File: config.mk
export PLATFORM = sky130hd
export DESIGN_NAME = swm_obuf
export DESIGN_NICKNAME = d
export VERILOG_FILES = /design/src/swm_pkg.sv /design/src/swm_obuf.sv
export SDC_FILE = /design/constraint.sdc
export NUM_CORES = 1
export LEC_CHECK = 0
export ABC_AREA = 1
export BUFFER_PORTS_ARGS = -buffer_cell sky130_fd_sc_hd__clkbuf_2
export CAP_MARGIN = 20
export CORE_ASPECT_RATIO = 0.6
export CORE_MARGIN = 2
export CORE_UTILIZATION = 55
export DETAILED_ROUTE_END_ITERATION = 12
export PLACE_DENSITY_LB_ADDON = 0.3
export SLEW_MARGIN = 25
export SYNTH_ARGS = -nofsm -noshare
export SYNTH_HDL_FRONTEND = slang
export SYNTH_SLANG_ARGS = --single-unit
File: constraint.sdc
create_clock -name clk_i -period 3.5 [get_ports clk_i]
set_clock_uncertainty 0.2 [all_clocks]
set_input_delay 0.7 -clock clk_i [delete_from_list [all_inputs] [get_ports clk_i]]
set_output_delay 0.7 -clock clk_i [all_outputs]
set_load 0.02 [all_outputs]
File: src/swm_pkg.sv
`timescale 1ns / 1ps

package swm_pkg;

  // Default number of cells in the window chain.
  localparam int unsigned WINDOW_DEPTH = 64;

  localparam int unsigned DATA_W = 32;
  localparam int unsigned SIZE_W = 7;
  localparam int unsigned ADDR_W = 3;
  localparam int unsigned PDATA_W = 32;

  // Register indexes (byte address = 4 * index).
  localparam logic REG_WINDOW_SIZE = 1'b0;

  localparam logic [SIZE_W-1:0] WINDOW_SIZE_RESET = 7'd3;

  typedef logic signed [DATA_W-1:0] sample_t;

endpackage

File: src/swm_obuf.sv
`timescale 1ns / 1ps

// Output register plus one skid entry; stalls upstream only when the skid is full.
module swm_obuf (
  input  logic              clk_i,
  input  logic              rst_ni,
  input  logic              push_i,
  input  swm_pkg::sample_t  data_i,
  output logic              full_o,
  output logic              out_valid_o,
  output swm_pkg::sample_t  out_data_o,
  input  logic              out_stall_i
);

  logic             out_valid_q, out_valid_d;
  logic             skid_valid_q, skid_valid_d;
  swm_pkg::sample_t out_data_q, out_data_d;
  swm_pkg::sample_t skid_data_q, skid_data_d;
  logic             out_fire;

  assign out_fire = out_valid_q && !out_stall_i;

  always_comb begin
    out_valid_d  = out_valid_q;
    skid_valid_d = skid_valid_q;
    out_data_d   = out_data_q;
    skid_data_d  = skid_data_q;
    if (skid_valid_q) begin
      if (out_fire) begin
        out_data_d   = skid_data_q;
        skid_valid_d = 1'b0;
      end
    end else if (!out_valid_q || out_fire) begin
      out_valid_d = push_i;
      if (push_i) begin
        out_data_d = data_i;
      end
    end else if (push_i) begin
      skid_valid_d = 1'b1;
      skid_data_d  = data_i;
    end
  end

  always_ff @(posedge clk_i or negedge rst_ni) begin
    if (!rst_ni) begin
      out_valid_q  <= 1'b0;
      skid_valid_q <= 1'b0;
    end else begin
      out_valid_q  <= out_valid_d;
      skid_valid_q <= skid_valid_d;
    end
  end

  always_ff @(posedge clk_i) begin
    out_data_q  <= out_data_d;
    skid_data_q <= skid_data_d;
  end

  assign full_o      = skid_valid_q;
  assign out_valid_o = out_valid_q;
  assign out_data_o  = out_data_q;

endmodule

==> metrics.md <==
| Metric | Value |
|---|---|
| Post-Route Setup TNS | `0 ns` |
| VDD IR max | `641.6 uV` |
| Max-slew headroom | `0.7192` |
| Synth Area in Adders | `0` |
| Worst path cell trace | `buf_4, clkbuf_2` |
| Avg Synthesized Cell Area | `13.57 um^2` |
| Hold buffers post-CTS | `1` |
| RSZ-0062 raised after global routing | `false` |
| Synth area leaders | `edfxtp_1, nand2_1, dfrtp_1` |
| Count leader, synth | `nand2_1` |
| Post-synthesis cell count | `185` |
| Post-synth EDFFs | `64` |
| Max Slew Vio Count | `0` |
| Clk buf depth | `2` |
| GR Overflow Total | `0` |
| Min Tclk post-route | `2.173 ns` |
| Worst Hold Class | `reg2reg` |
| Largest family of logic cells by synthesized area | `simple AND/OR/NAND/NOR gates` |
| Antenna viol nets, final | `0` |
| Area Overhead vs Synth | `21.59%` |
| #FFs+latches synth | `66` |
| Via count | `1543` |
| Crit end category | `output port` |
| Area fraction of the dominant cell type after synthesis | `0.7657` |
| Boundary pin count | `70` |
| Outcome | `finished clean` |
| Global Route Usage Sum | `0.1813` |
| Post-Syn Area | `2510 um^2` |
| Family with the most delay on the worst path | `buffers and inverters` |
| CTS resizes | `0` |
| Initial DRC count | `126` |
| Number of buffers and inverters on the critical path | `2` |
| Layout cell share with drive strength beyond 1 | `0.3446` |
| LEAKAGE | `1.363 nW` |
| Crit path kind | `reg2out` |
| Die X | `91.21 um` |
| Worst Tran Pin Value | `0.4212 ns` |
| Synthesized Nets | `221` |
| Synth Area in Compound Gates | `0.001994` |
| Max_cap viols | `0` |
| Worst setup SP type | `register` |
| Peak Freq | `0.4602 GHz` |
| Post-CTS Setup Repair Bufs | `0` |
| Starting Density | `0.5928` |
| Clk root buf | `clkbuf_8` |
| Fin cells | `327` |
| Residual DRC | `0` |
| CP max-delay cell | `buf_4` |
| Final setup fails | `0` |
| Critical Path AT | `1.27 ns` |
| DR vias/cell | `4.719` |
| Final Util | `0.7207` |
| Final hold vios | `0` |
| Crit-path max FO | `38` |
| Level count of the clock H-tree | `3` |
| DR WL/cell | `12.93 um` |
| Drt pass-1 iters | `4` |
| Async SR Flop Fraction | `0.03030` |
| Fin nets | `298` |
| Cell variety after synth | `12` |
| Yosys warns | `0` |
| Antenna diode count | `0` |
| Cell row count | `18` |
| Post-synth top flop | `edfxtp_1` |
| Post-synth top cells | `nand2_1, edfxtp_1, nand2_2` |
| WL final | `4227 um` |
| Core area | `4234 um^2` |
| Largest net degree at the start of global routing | `39` |
| IO Port Bufs | `69` |
| Power per cell area | `822.7 nW/um^2` |
| Die Ht | `56.33 um` |
| Tcrit/Tclk final | `0.6209` |
| Die ar. | `5137 um^2` |
| Clock latency on the worst-skew pair | `0.33 ns` |
| Vias in the first global route | `1474` |
| Initial antenna violation count | `0` |
| CTS sink cnt | `66` |
| Seq/Total Area, Yosys | `0.7856` |
| Mux cell area share after synthesis | `0` |
| First-pass GRT wire length | `6762 um` |
| RD Place Congestion | `0.7502` |
| Clock-pin slew on the worst setup and hold paths | `0.07 ns` |
| CTS tree | `built` |
| Max incr delay on CP | `0.37 ns` |
| Fraction of the mapped netlist area in simple logic gates | `0.1660` |
| Area leader, netlist | `edfxtp_1` |
| Total CTS buffers | `9` |
| Placed Cells | `310` |
| CP Data Required Time | `2.60 ns` |
| Fraction of synthesized cell area in xor and xnor cells | `0` |
[tightest hold or removal path, stage by stage, from the launching register on]
cell and delay (ns):
edfxtp_1 0.32, nand2_1 0.05, nand2_1 0.05
[metal layers]
layer,share of wire,track usage,up-vias
li1,-,-,770
met1,0.44,0.2267,699
met2,0.46,0.2730,65
met3,0.091,0.08188,9
met4,0.014,0.08658,0
met5,0,0,-
[layout by cell type, fill, tap and decap left out]
cell	Yosys	layout
nand2_1	97	97
clkbuf_2	0	69
edfxtp_1	64	64
clkbuf_8	3	9
nand2_2	7	7
inv_1	4	4
clkbuf_1	0	4
buf_4	0	3
clkinv_2	0	2
dfrtp_1	2	2
inv_8	1	1
nor2_1	1	1
nand3_1	1	1
o21ai_0	1	1
bufinv_16	0	1
dlygate4sd3_1	0	1
[registers in the layout, indices dropped and copies added, names as in the netlist]
name / flops
out_valid_o: 1
full_o: 1
skid_data_q: 32
out_data_o: 32
[cell type report]
type | instances | area (um^2)
Multi-Input combinational cell | 107 | 421.7
Timing Repair Buffer | 73 | 377.9
Sequential cell | 66 | 1972
Clock inverter | 3 | 40.04
Clock buffer | 13 | 138.9
Fill cell | 340 | 1182
Inverter | 5 | 26.28
Tap cell | 60 | 75.07
[worst paths after layout]
path,start,end,cells past startpoint,slack (ns)
min in group asynchronous,rst_ni,out_valid_o,2,0.50
max in group asynchronous,rst_ni,full_o,2,2.50
max reg2reg,full_o,out_data_o[12],5,1.62
min reg2reg,skid_data_q[20],out_data_o[20],2,0.31
max,full_o,full_o,2,1.33
min,skid_data_q[20],out_data_o[20],2,0.31
[cell families (layout without fill, tap and decap cells)]
family          count (synthesis)  count (layout)
simple gates                  106             106
flops                          66              66
compound gates                  1               1
buf+inv                        12              94
[per-stage QoR]
step | power, W | area [um^2] | setup WS, ns | hold WS (ns)
after floorplan | 0.001778 | 2510 | 1.308 | 0.2044
after detailed placement | 0.001943 | 2863 | 1.492 | 0.2953
final | 0.002511 | 3052 | 1.327 | 0.3148
after CTS | 0.002531 | 3052 | 1.313 | 0.3165
after global placement | 0.001923 | 2863 | 1.514 | 0.2954
after global routing | 0.002643 | 3052 | 1.251 | 0.3370
[report_power, final]
group / leakage [nW] / switching (W) / internal [W]
combinational: 0.648 / 0.000535 / 0.000196
sequential: 0.623 / 0.0000513 / 0.00114
clock: 0.0914 / 0.000265 / 0.000328
total: 1.36 / 0.000851 / 0.00166
Power figures use the tool's default switching activity.
