==> src/swm_pkg.sv <==
`timescale 1ns / 1ps

package swm_pkg;

  // Default number of cells in the window chain.
  localparam int unsigned WINDOW_DEPTH = 64;

  localparam int unsigned DATA_W = 32;
  localparam int unsigned SIZE_W = 7;
  localparam int unsigned ADDR_W = 3;
  localparam int unsigned PDATA_W = 32;

  // Register indexes (byte address = 4 * index).
  localparam logic REG_WINDOW_SIZE = 1'b0;

  localparam logic [SIZE_W-1:0] WINDOW_SIZE_RESET = 7'd3;

  typedef logic signed [DATA_W-1:0] sample_t;

endpackage

==> src/swm_cell.sv <==
`timescale 1ns / 1ps

// One window cell: holds the max over the newest i+1 samples.
// On a shift it takes max(new sample, neighbor's prefix max), or the sample alone on clear.
module swm_cell (
  input  logic              clk_i,
  input  logic              en_i,
  input  logic              clear_i,
  input  swm_pkg::sample_t  sample_i,
  input  swm_pkg::sample_t  prev_max_i,
  output swm_pkg::sample_t  max_o
);

  swm_pkg::sample_t max_q;
  swm_pkg::sample_t max_d;

  always_comb begin
    if (clear_i || (sample_i > prev_max_i)) begin
      max_d = sample_i;
    end else begin
      max_d = prev_max_i;
    end
  end

  always_ff @(posedge clk_i) begin
    if (en_i) begin
      max_q <= max_d;
    end
  end

  assign max_o = max_q;

endmodule

==> config.mk <==
export PLATFORM = sky130hd
export DESIGN_NAME = swm_cell
export DESIGN_NICKNAME = d
export VERILOG_FILES = /design/src/swm_pkg.sv /design/src/swm_cell.sv
export SDC_FILE = /design/constraint.sdc
export NUM_CORES = 1
export LEC_CHECK = 0
export BUFFER_PORTS_ARGS = -buffer_cell sky130_fd_sc_hd__buf_2
export CORE_ASPECT_RATIO = 2
export CORE_MARGIN = 2
export CORE_UTILIZATION = 44
export CTS_BUF_LIST = sky130_fd_sc_hd__clkbuf_8
export DETAILED_ROUTE_END_ITERATION = 10
export PLACE_DENSITY = 0.89
export SYNTH_ARGS = -nofsm -noshare
export SYNTH_HDL_FRONTEND = slang
export SYNTH_SLANG_ARGS = --single-unit
==> constraint.sdc <==
create_clock -name clk_i -period 2.3 [get_ports clk_i]
set_input_delay 0.23 -clock clk_i [delete_from_list [all_inputs] [get_ports clk_i]]
set_output_delay 0.23 -clock clk_i [all_outputs]
set_load 0.005 [all_outputs]
==> metrics.md, run 1 <==
| Metric | Value |
|---|---|
| Outcome | finished clean |
| Mux cell area share after synthesis | 0.2028 |
| Cells along the critical path | buf_2, inv_1, ha_4, nand4_1, or2_1, buf_4, a211oi_2, nor4_2, o22a_4, clkbuf_16, mux2_4 |
| Most frequent cells in the layout | 98 x buf_2, 32 x inv_1, 32 x edfxtp_1, 31 x ha_1, 30 x mux2_4 |
| Vias in the first global route | 1935 |
| Post-Synth Simple-Gate Area | 0.06384 |
| Synthesized flop and latch total | 32 |
| Vias per cell | approximately 5.2 |
| First-pass GRT wire length | ~8300 microns |
| Hold-fix buffers, CTS | 0 |
| Layout cells sized above 1 | 0.5215 |
| CTS tree | built |
| Die Y | ~110 microns |
| Post-synthesis compound-gate area fraction | 0.07242 |
| Synth Cell Area | between 2000 and 2500 sq um |
| Avg Inst Size Synth | around 13 sq um |
| VDD IR-drop max | just under 0.4 mV |
| CP top delay family | compound AO/OA/AOI/OAI gates |
| Largest stage delay, worst path | 0.30 ns |
| Die X | 55.48 microns |
| Fin area | approximately 3100 sq um |
| Fill cells | between 400 and 500 |
| Peak fanout along the critical path | 7 |
| Min Tclk post-route | 2.253 ns |
| Syn nets | roughly 290 |
| PD cells | ~550 nW/um^2 |
| Largest net degree at the start of global routing | 33 |
| Worst slew margin | 0.4950 |
| Largest family of logic cells by synthesized area | multiplexers |
| Vias | approximately 1900 |
| WL per Instance | 15.19 microns |
| Critical path's slowest cell | mux2_4 |
| Max Cap Viol | 0 |
| Register area share after synthesis | 0.4120 |
| 1st-iter DRT viols | 31 |
| H-tree levels | 2 |
| DRT antenna net count | 0 |
| Measured slew at the worst slew-check pin | about 0.76 ns |
| Grt ovf | 0 |
| Util after Layout | 0.6080 |
| Cell area after placement | ~3000 sq um |
| Type of origin of the critical path | primary input |
| Adder-cell area share of the yosys netlist | 0.1717 |
| TNS Setup | 0 ns |
| Post-synthesis xor/xnor area fraction | 0 |
| Data required time at the worst endpoint | around 2.3 ns |
| Fmax | between 0.4 and 0.5 GHz |
| # diodes | 0 |
| Port bufs | 98 |
| CTS Sinks | 32 |
| Max clock buf depth | 2 |
| Setup Viol. Count Final | 0 |
| Core Box Area | a little over 5000 sq um |
| # rows | 37 |
| CP Class | in -> reg |
| Final Hold Fails | 0 |
| HPWL after DPL | 4329 microns |
| Num CTS Buffers | 5 |
| Synth warn | 0 |
| Post-Layout Cell Count | between 300 and 400 |
| Arrival time worst endpoint | about 2.3 ns |
| Initial antenna violation count | 0 |
| CP Buf/Inv Count | 4 |
| DRC | 0 |
| Final #Nets | 402 |
| Yosys cell types | 25 |
| DP Cell Count | around 350 |
| Final period util | 0.9797 |
| Final Power | 0.001707 W |
| Root Buffer | clkbuf_8 |
| Hold WC Path Type | in -> reg |
| # IOs | a little under 100 |
| Worst-path clk slew | around 0.070 ns |
| Max reg flops | 32 |
| DRT Pass-1 Iters | 4 |
| Most common cell after layout, fill and taps aside | buf_2 |
| All-Layer GR Usage | 0.1805 |
| Initial core utilization | 0.4539 |
| Die area | between 5000 and 6000 sq um |
| Crit end category | flop |
| Synth-to-layout area growth | 33.96% |
| Final Slew Violations | 0 |
| Mapped Cells | 186 |
| DRT Wirelength | 5484 microns |
| Leak | roughly 1.6 nW |
| RePlAce Congestion | ~0.84 |
## through the flow
step / setup WS (ns) / hold WS [ns]
6_report: 0.04673 / 0.2574
5_1_grt: -0.01488 / 0.2501
4_1_cts: 0.004144 / 0.2513
3_5_place_dp: -0.2949 / 0.5505
2_1_floorplan: 0.01158 / 0.3425
3_3_place_gp: -0.2141 / 0.5462
## cells in the mapped netlist (all sizes together)
| master | number | area share |
|---|---|---|
| edfxtp | 32 | 0.41 |
| ha | 32 | 0.17 |
| inv | 32 | 0.052 |
| mux2 | 32 | 0.20 |
| a21oi | 15 | 0.032 |
| nand4 | 8 | 0.021 |
| nand2 | 6 | 0.0097 |
| nand3 | 4 | 0.0086 |
| buf | 3 | 0.026 |
| nor4 | 3 | 0.0080 |
| o21ai | 3 | 0.0064 |
| a211oi | 2 | 0.0064 |
| a21o | 2 | 0.0064 |
| nor2 | 2 | 0.0032 |
| a211o | 1 | 0.0038 |
| a21boi | 1 | 0.0032 |
| and3 | 1 | 0.0027 |
| nor2b | 1 | 0.0027 |
| nor3 | 1 | 0.0021 |
| o211ai | 1 | 0.0032 |
| o21bai | 1 | 0.0032 |
| o22a | 1 | 0.0075 |
| or2 | 1 | 0.0027 |
| or3 | 1 | 0.0027 |
## final timing paths
kind | depth (start not counted) | start | to | slack (ns)
max | 11 | prev_max_i[14] | max_o[17] | 0.05
min | 2 | prev_max_i[10] | max_o[10] | 0.26
## cell families after synthesis
logic type	count (synthesis)
and+or+nand+nor	28
AOI/OAI and AO/OA	27
buffers and inverters	35
adders and majority gates	32
muxes	32
DFF	32
## final cells by class
class	count	area [sq um]	share of cell area
clock inverter	2	7.507	0.002403
sequential	32	960.9	0.3076
clock buffer	5	68.82	0.02203
inverter	32	120.1	0.03845
tap	58	72.57	0.02323
multi-input combinational	119	1236	0.3957
timing repair buffer	113	658.1	0.2107
## power by group
part	switching (W)	internal (W)
Combinational	0.000234	0.000323
Clock	0.000206	0.000199
Sequential	0.0000152	0.000729
## per-layer routing
metal | vias to the layer above | part of all wire | global-route usage
li1 | 916 | - | -
met1 | 897 | 0.35 | 0.1707
met2 | 60 | 0.58 | 0.3486
met3 | 11 | 0.049 | 0.04222
met4 | 0 | 0.028 | 0.09059
met5 | - | 0 | 0
## what timing repair did
action                                  4_1_cts  5_1_grt
hold endpoints to repair                      0        0
buffers inserted                              0        2
endpoints found under the setup margin        0       30
resized for setup                             0        5
(Power assumes the default switching activity.)
==> run 2: changes to the inputs <==
- REMOVE_ABC_BUFFERS: unset -> 1
==> run 2 against run 1 <==
  * Sequential share of layout area down 2.4 points
  * Non-clock buffer count up 10
  * Die area unchanged
  * Flip-flop and latch count unchanged
==> metrics.md, run 2 (synthesized netlist as in run 1, its figures left out) <==
| Metric | Value |
|---|---|
| Outcome | finished clean (unchanged) |
| Hold-fix buffers, CTS | 0 (unchanged) |
| DRT Wirelength | 7133 microns (was 5484 microns) |
| WL per Instance | 19.17 microns (was 15.19 microns) |
| Most frequent cells in the layout | 88 x buf_2, 32 x mux2_4, 32 x edfxtp_1, 25 x inv_1, 25 x ha_1 (was 98 x buf_2, 32 x inv_1, 32 x edfxtp_1, 31 x ha_1, 30 x mux2_4) |
| Dpl ws | -0.3041 ns (was -0.2949 ns) |
| Measured slew at the worst slew-check pin | 0.7921 ns (was 0.7575 ns) |
| DRT Pass-1 Iters | 4 (unchanged) |
| Vias in the first global route | 2102 (was 1935) |
| CP Buf/Inv Count | 3 (was 4) |
| # rows | 37 (unchanged) |
| Min Tclk post-route | 2.289 ns (was 2.253 ns) |
| Crit end category | flop (unchanged) |
| Fmax | 0.4369 GHz (was 0.4438 GHz) |
| Die X | 55.48 microns (unchanged) |
| Initial core utilization | 0.4539 (unchanged) |
| Vias | 2039 (was 1884) |
| All-Layer GR Usage | 0.2178 (was 0.1805) |
| VDD IR-drop max | 0.4697 mV (was 0.3908 mV) |
| HPWL after DPL | 4933 microns (was 4329 microns) |
| DRC | 0 (unchanged) |
| Arrival time worst endpoint | 2.34 ns (was 2.30 ns) |
| DRT antenna net count | 0 (unchanged) |
| Setup Viol. Count Final | 0 (unchanged) |
| WHS | 0.2284 ns (was 0.2574 ns) |
| CTS Sinks | 32 (unchanged) |
| CP top delay family | simple AND/OR/NAND/NOR gates (was compound AO/OA/AOI/OAI gates) |
| Num CTS Buffers | 5 (unchanged) |
| Fill cells | 378 (was 424) |
| 1st-iter DRT viols | 60 (was 31) |
| Logic pwr share | 0.329 (was 0.327) |
| Die Y | 107.0 microns (unchanged) |
| Type of origin of the critical path | primary input (unchanged) |
| Proportion of power drawn by the clock network | 0.284 (was 0.238) |
| Max clock buf depth | 2 (unchanged) |
| Worst-path clk slew | 0.07 ns (about the same) |
| Layout cells sized above 1 | 0.5732 (was 0.5215) |
| Sw Ratio | 0.2692 (was 0.2670) |
| Core Box Area | 5139 sq um (unchanged) |
| Critical path's slowest cell | or3_4 (was mux2_4) |
| Max reg flops | 32 (unchanged) |
| H-tree levels | 2 (unchanged) |
| Port bufs | 98 (unchanged) |
| Synth-to-layout area growth | 45.55% (was 33.96%) |
| PD cells | 567.8 nW/um^2 (was 546.4 nW/um^2) |
| Final Hold Fails | 0 (unchanged) |
| # diodes | 0 (unchanged) |
| Peak fanout along the critical path | 7 (unchanged) |
| Max Cap Viol | 0 (unchanged) |
| Hold WC Path Type | in -> reg (unchanged) |
| First-pass GRT wire length | 9673 microns (was 8314 microns) |
| Grt ovf | 0 (unchanged) |
| Unrepaired setup endpoints after global routing | true |
| Min setup slack post-route | 0.01112 ns (was 0.04673 ns) |
| Final period util | 0.9952 (was 0.9797) |
| Data required time at the worst endpoint | 2.35 ns (was 2.34 ns) |
| CP Class | in -> reg (unchanged) |
| Largest stage delay, worst path | 0.41 ns (was 0.30 ns) |
| CTS tree | built (unchanged) |
| Leak | 1.678 nW (was 1.587 nW) |
| Largest net degree at the start of global routing | 33 (unchanged) |
| Most common cell after layout, fill and taps aside | buf_2 (unchanged) |
| Vias per cell | 5.481 (was 5.219) |
| Switching Power | 0.0005188 W (was 0.0004558 W) |
| Cells along the critical path | buf_8, inv_4, ha_4, nand4_1, or2_1, or3_4, a21oi_4, o22a_4, clkbuf_16, mux2_4 (was buf_2, inv_1, ha_4, nand4_1, or2_1, buf_4, a211oi_2, nor4_2, o22a_4, clkbuf_16, mux2_4) |
| Worst slew margin | 0.4720 (was 0.4950) |
| Reg power frac | 0.387 (was 0.436) |
| Final Slew Violations | 0 (unchanged) |
| Int Pwr | 0.001409 W (was 0.001251 W) |
| Root Buffer | clkbuf_8 (unchanged) |
| Final #Nets | 412 (was 402) |
| Initial antenna violation count | 0 (unchanged) |
| Die area | 5934 sq um (unchanged) |
| # IOs | 99 (unchanged) |
| RePlAce Congestion | 0.7965 (was 0.8434) |
[run 2: changes by cell type in the layout (fill, tap and decap cells not counted), moves of 3 or more]
cell   previous run  this run
buf_6             0         8
inv_1            32        25
ha_1             31        25
buf_8             0         3
ha_4              1         7
inv_2             0         5
buf_2            98        88
buf_4            11        20
[run 2: final cells by class]
cell class	instances	area, sq um	area share
well taps	58	72.57	0.02138
repair buffers	123	815.8	0.2403
inverters	32	125.1	0.03686
multi-input cells	119	1314	0.3870
clock inverters	3	37.54	0.01106
flip-flops and latches	32	960.9	0.2831
clock buffers	5	68.82	0.02027
[run 2: layer usage]
layer,share of wire,track usage
met1,0.32,0.1981
met2,0.58,0.4328
met3,0.043,0.03136
met4,0.053,0.1307
met5,0,0
[run 2: worst paths after layout]
path | startpoint | endpoint | slack, ns | depth (start not counted)
worst min-delay path | prev_max_i[11] | max_o[11] | 0.23 | 2
worst max-delay path | prev_max_i[11] | max_o[28] | 0.01 | 10
[run 2: timing repair]
action                     4_1_cts  5_1_grt
buffers inserted                 0        1
gates resized for setup          0       42
setup endpoints to repair        0       32
[run 2: stage by stage]
stage | total power, W | std cells | area, sq um | util | setup TNS (ns)
floorplan | 0.001037 | 183 | 2272 | - | -5.755
global placement | 0.001269 | 361 | 3025 | 0.5888 | -5.525
detailed placement | 0.001300 | 361 | 3025 | 0.5888 | -8.667
CTS | 0.001839 | 369 | 3132 | 0.6094 | 0
global route | 0.002001 | 372 | 3395 | 0.6606 | -0.5162
finish | 0.001927 | 372 | 3395 | 0.6606 | 0
[run 2: power groups by stage]
stage	clock (W)	sequential, W	combinational [W]
floorplan	0	0.000768	0.000269
global placement	0	0.000755	0.000514
detailed placement	0	0.000758	0.000541
CTS	0.000544	0.000747	0.000548
global route	0.000572	0.000751	0.000677
finish	0.000548	0.000745	0.000634
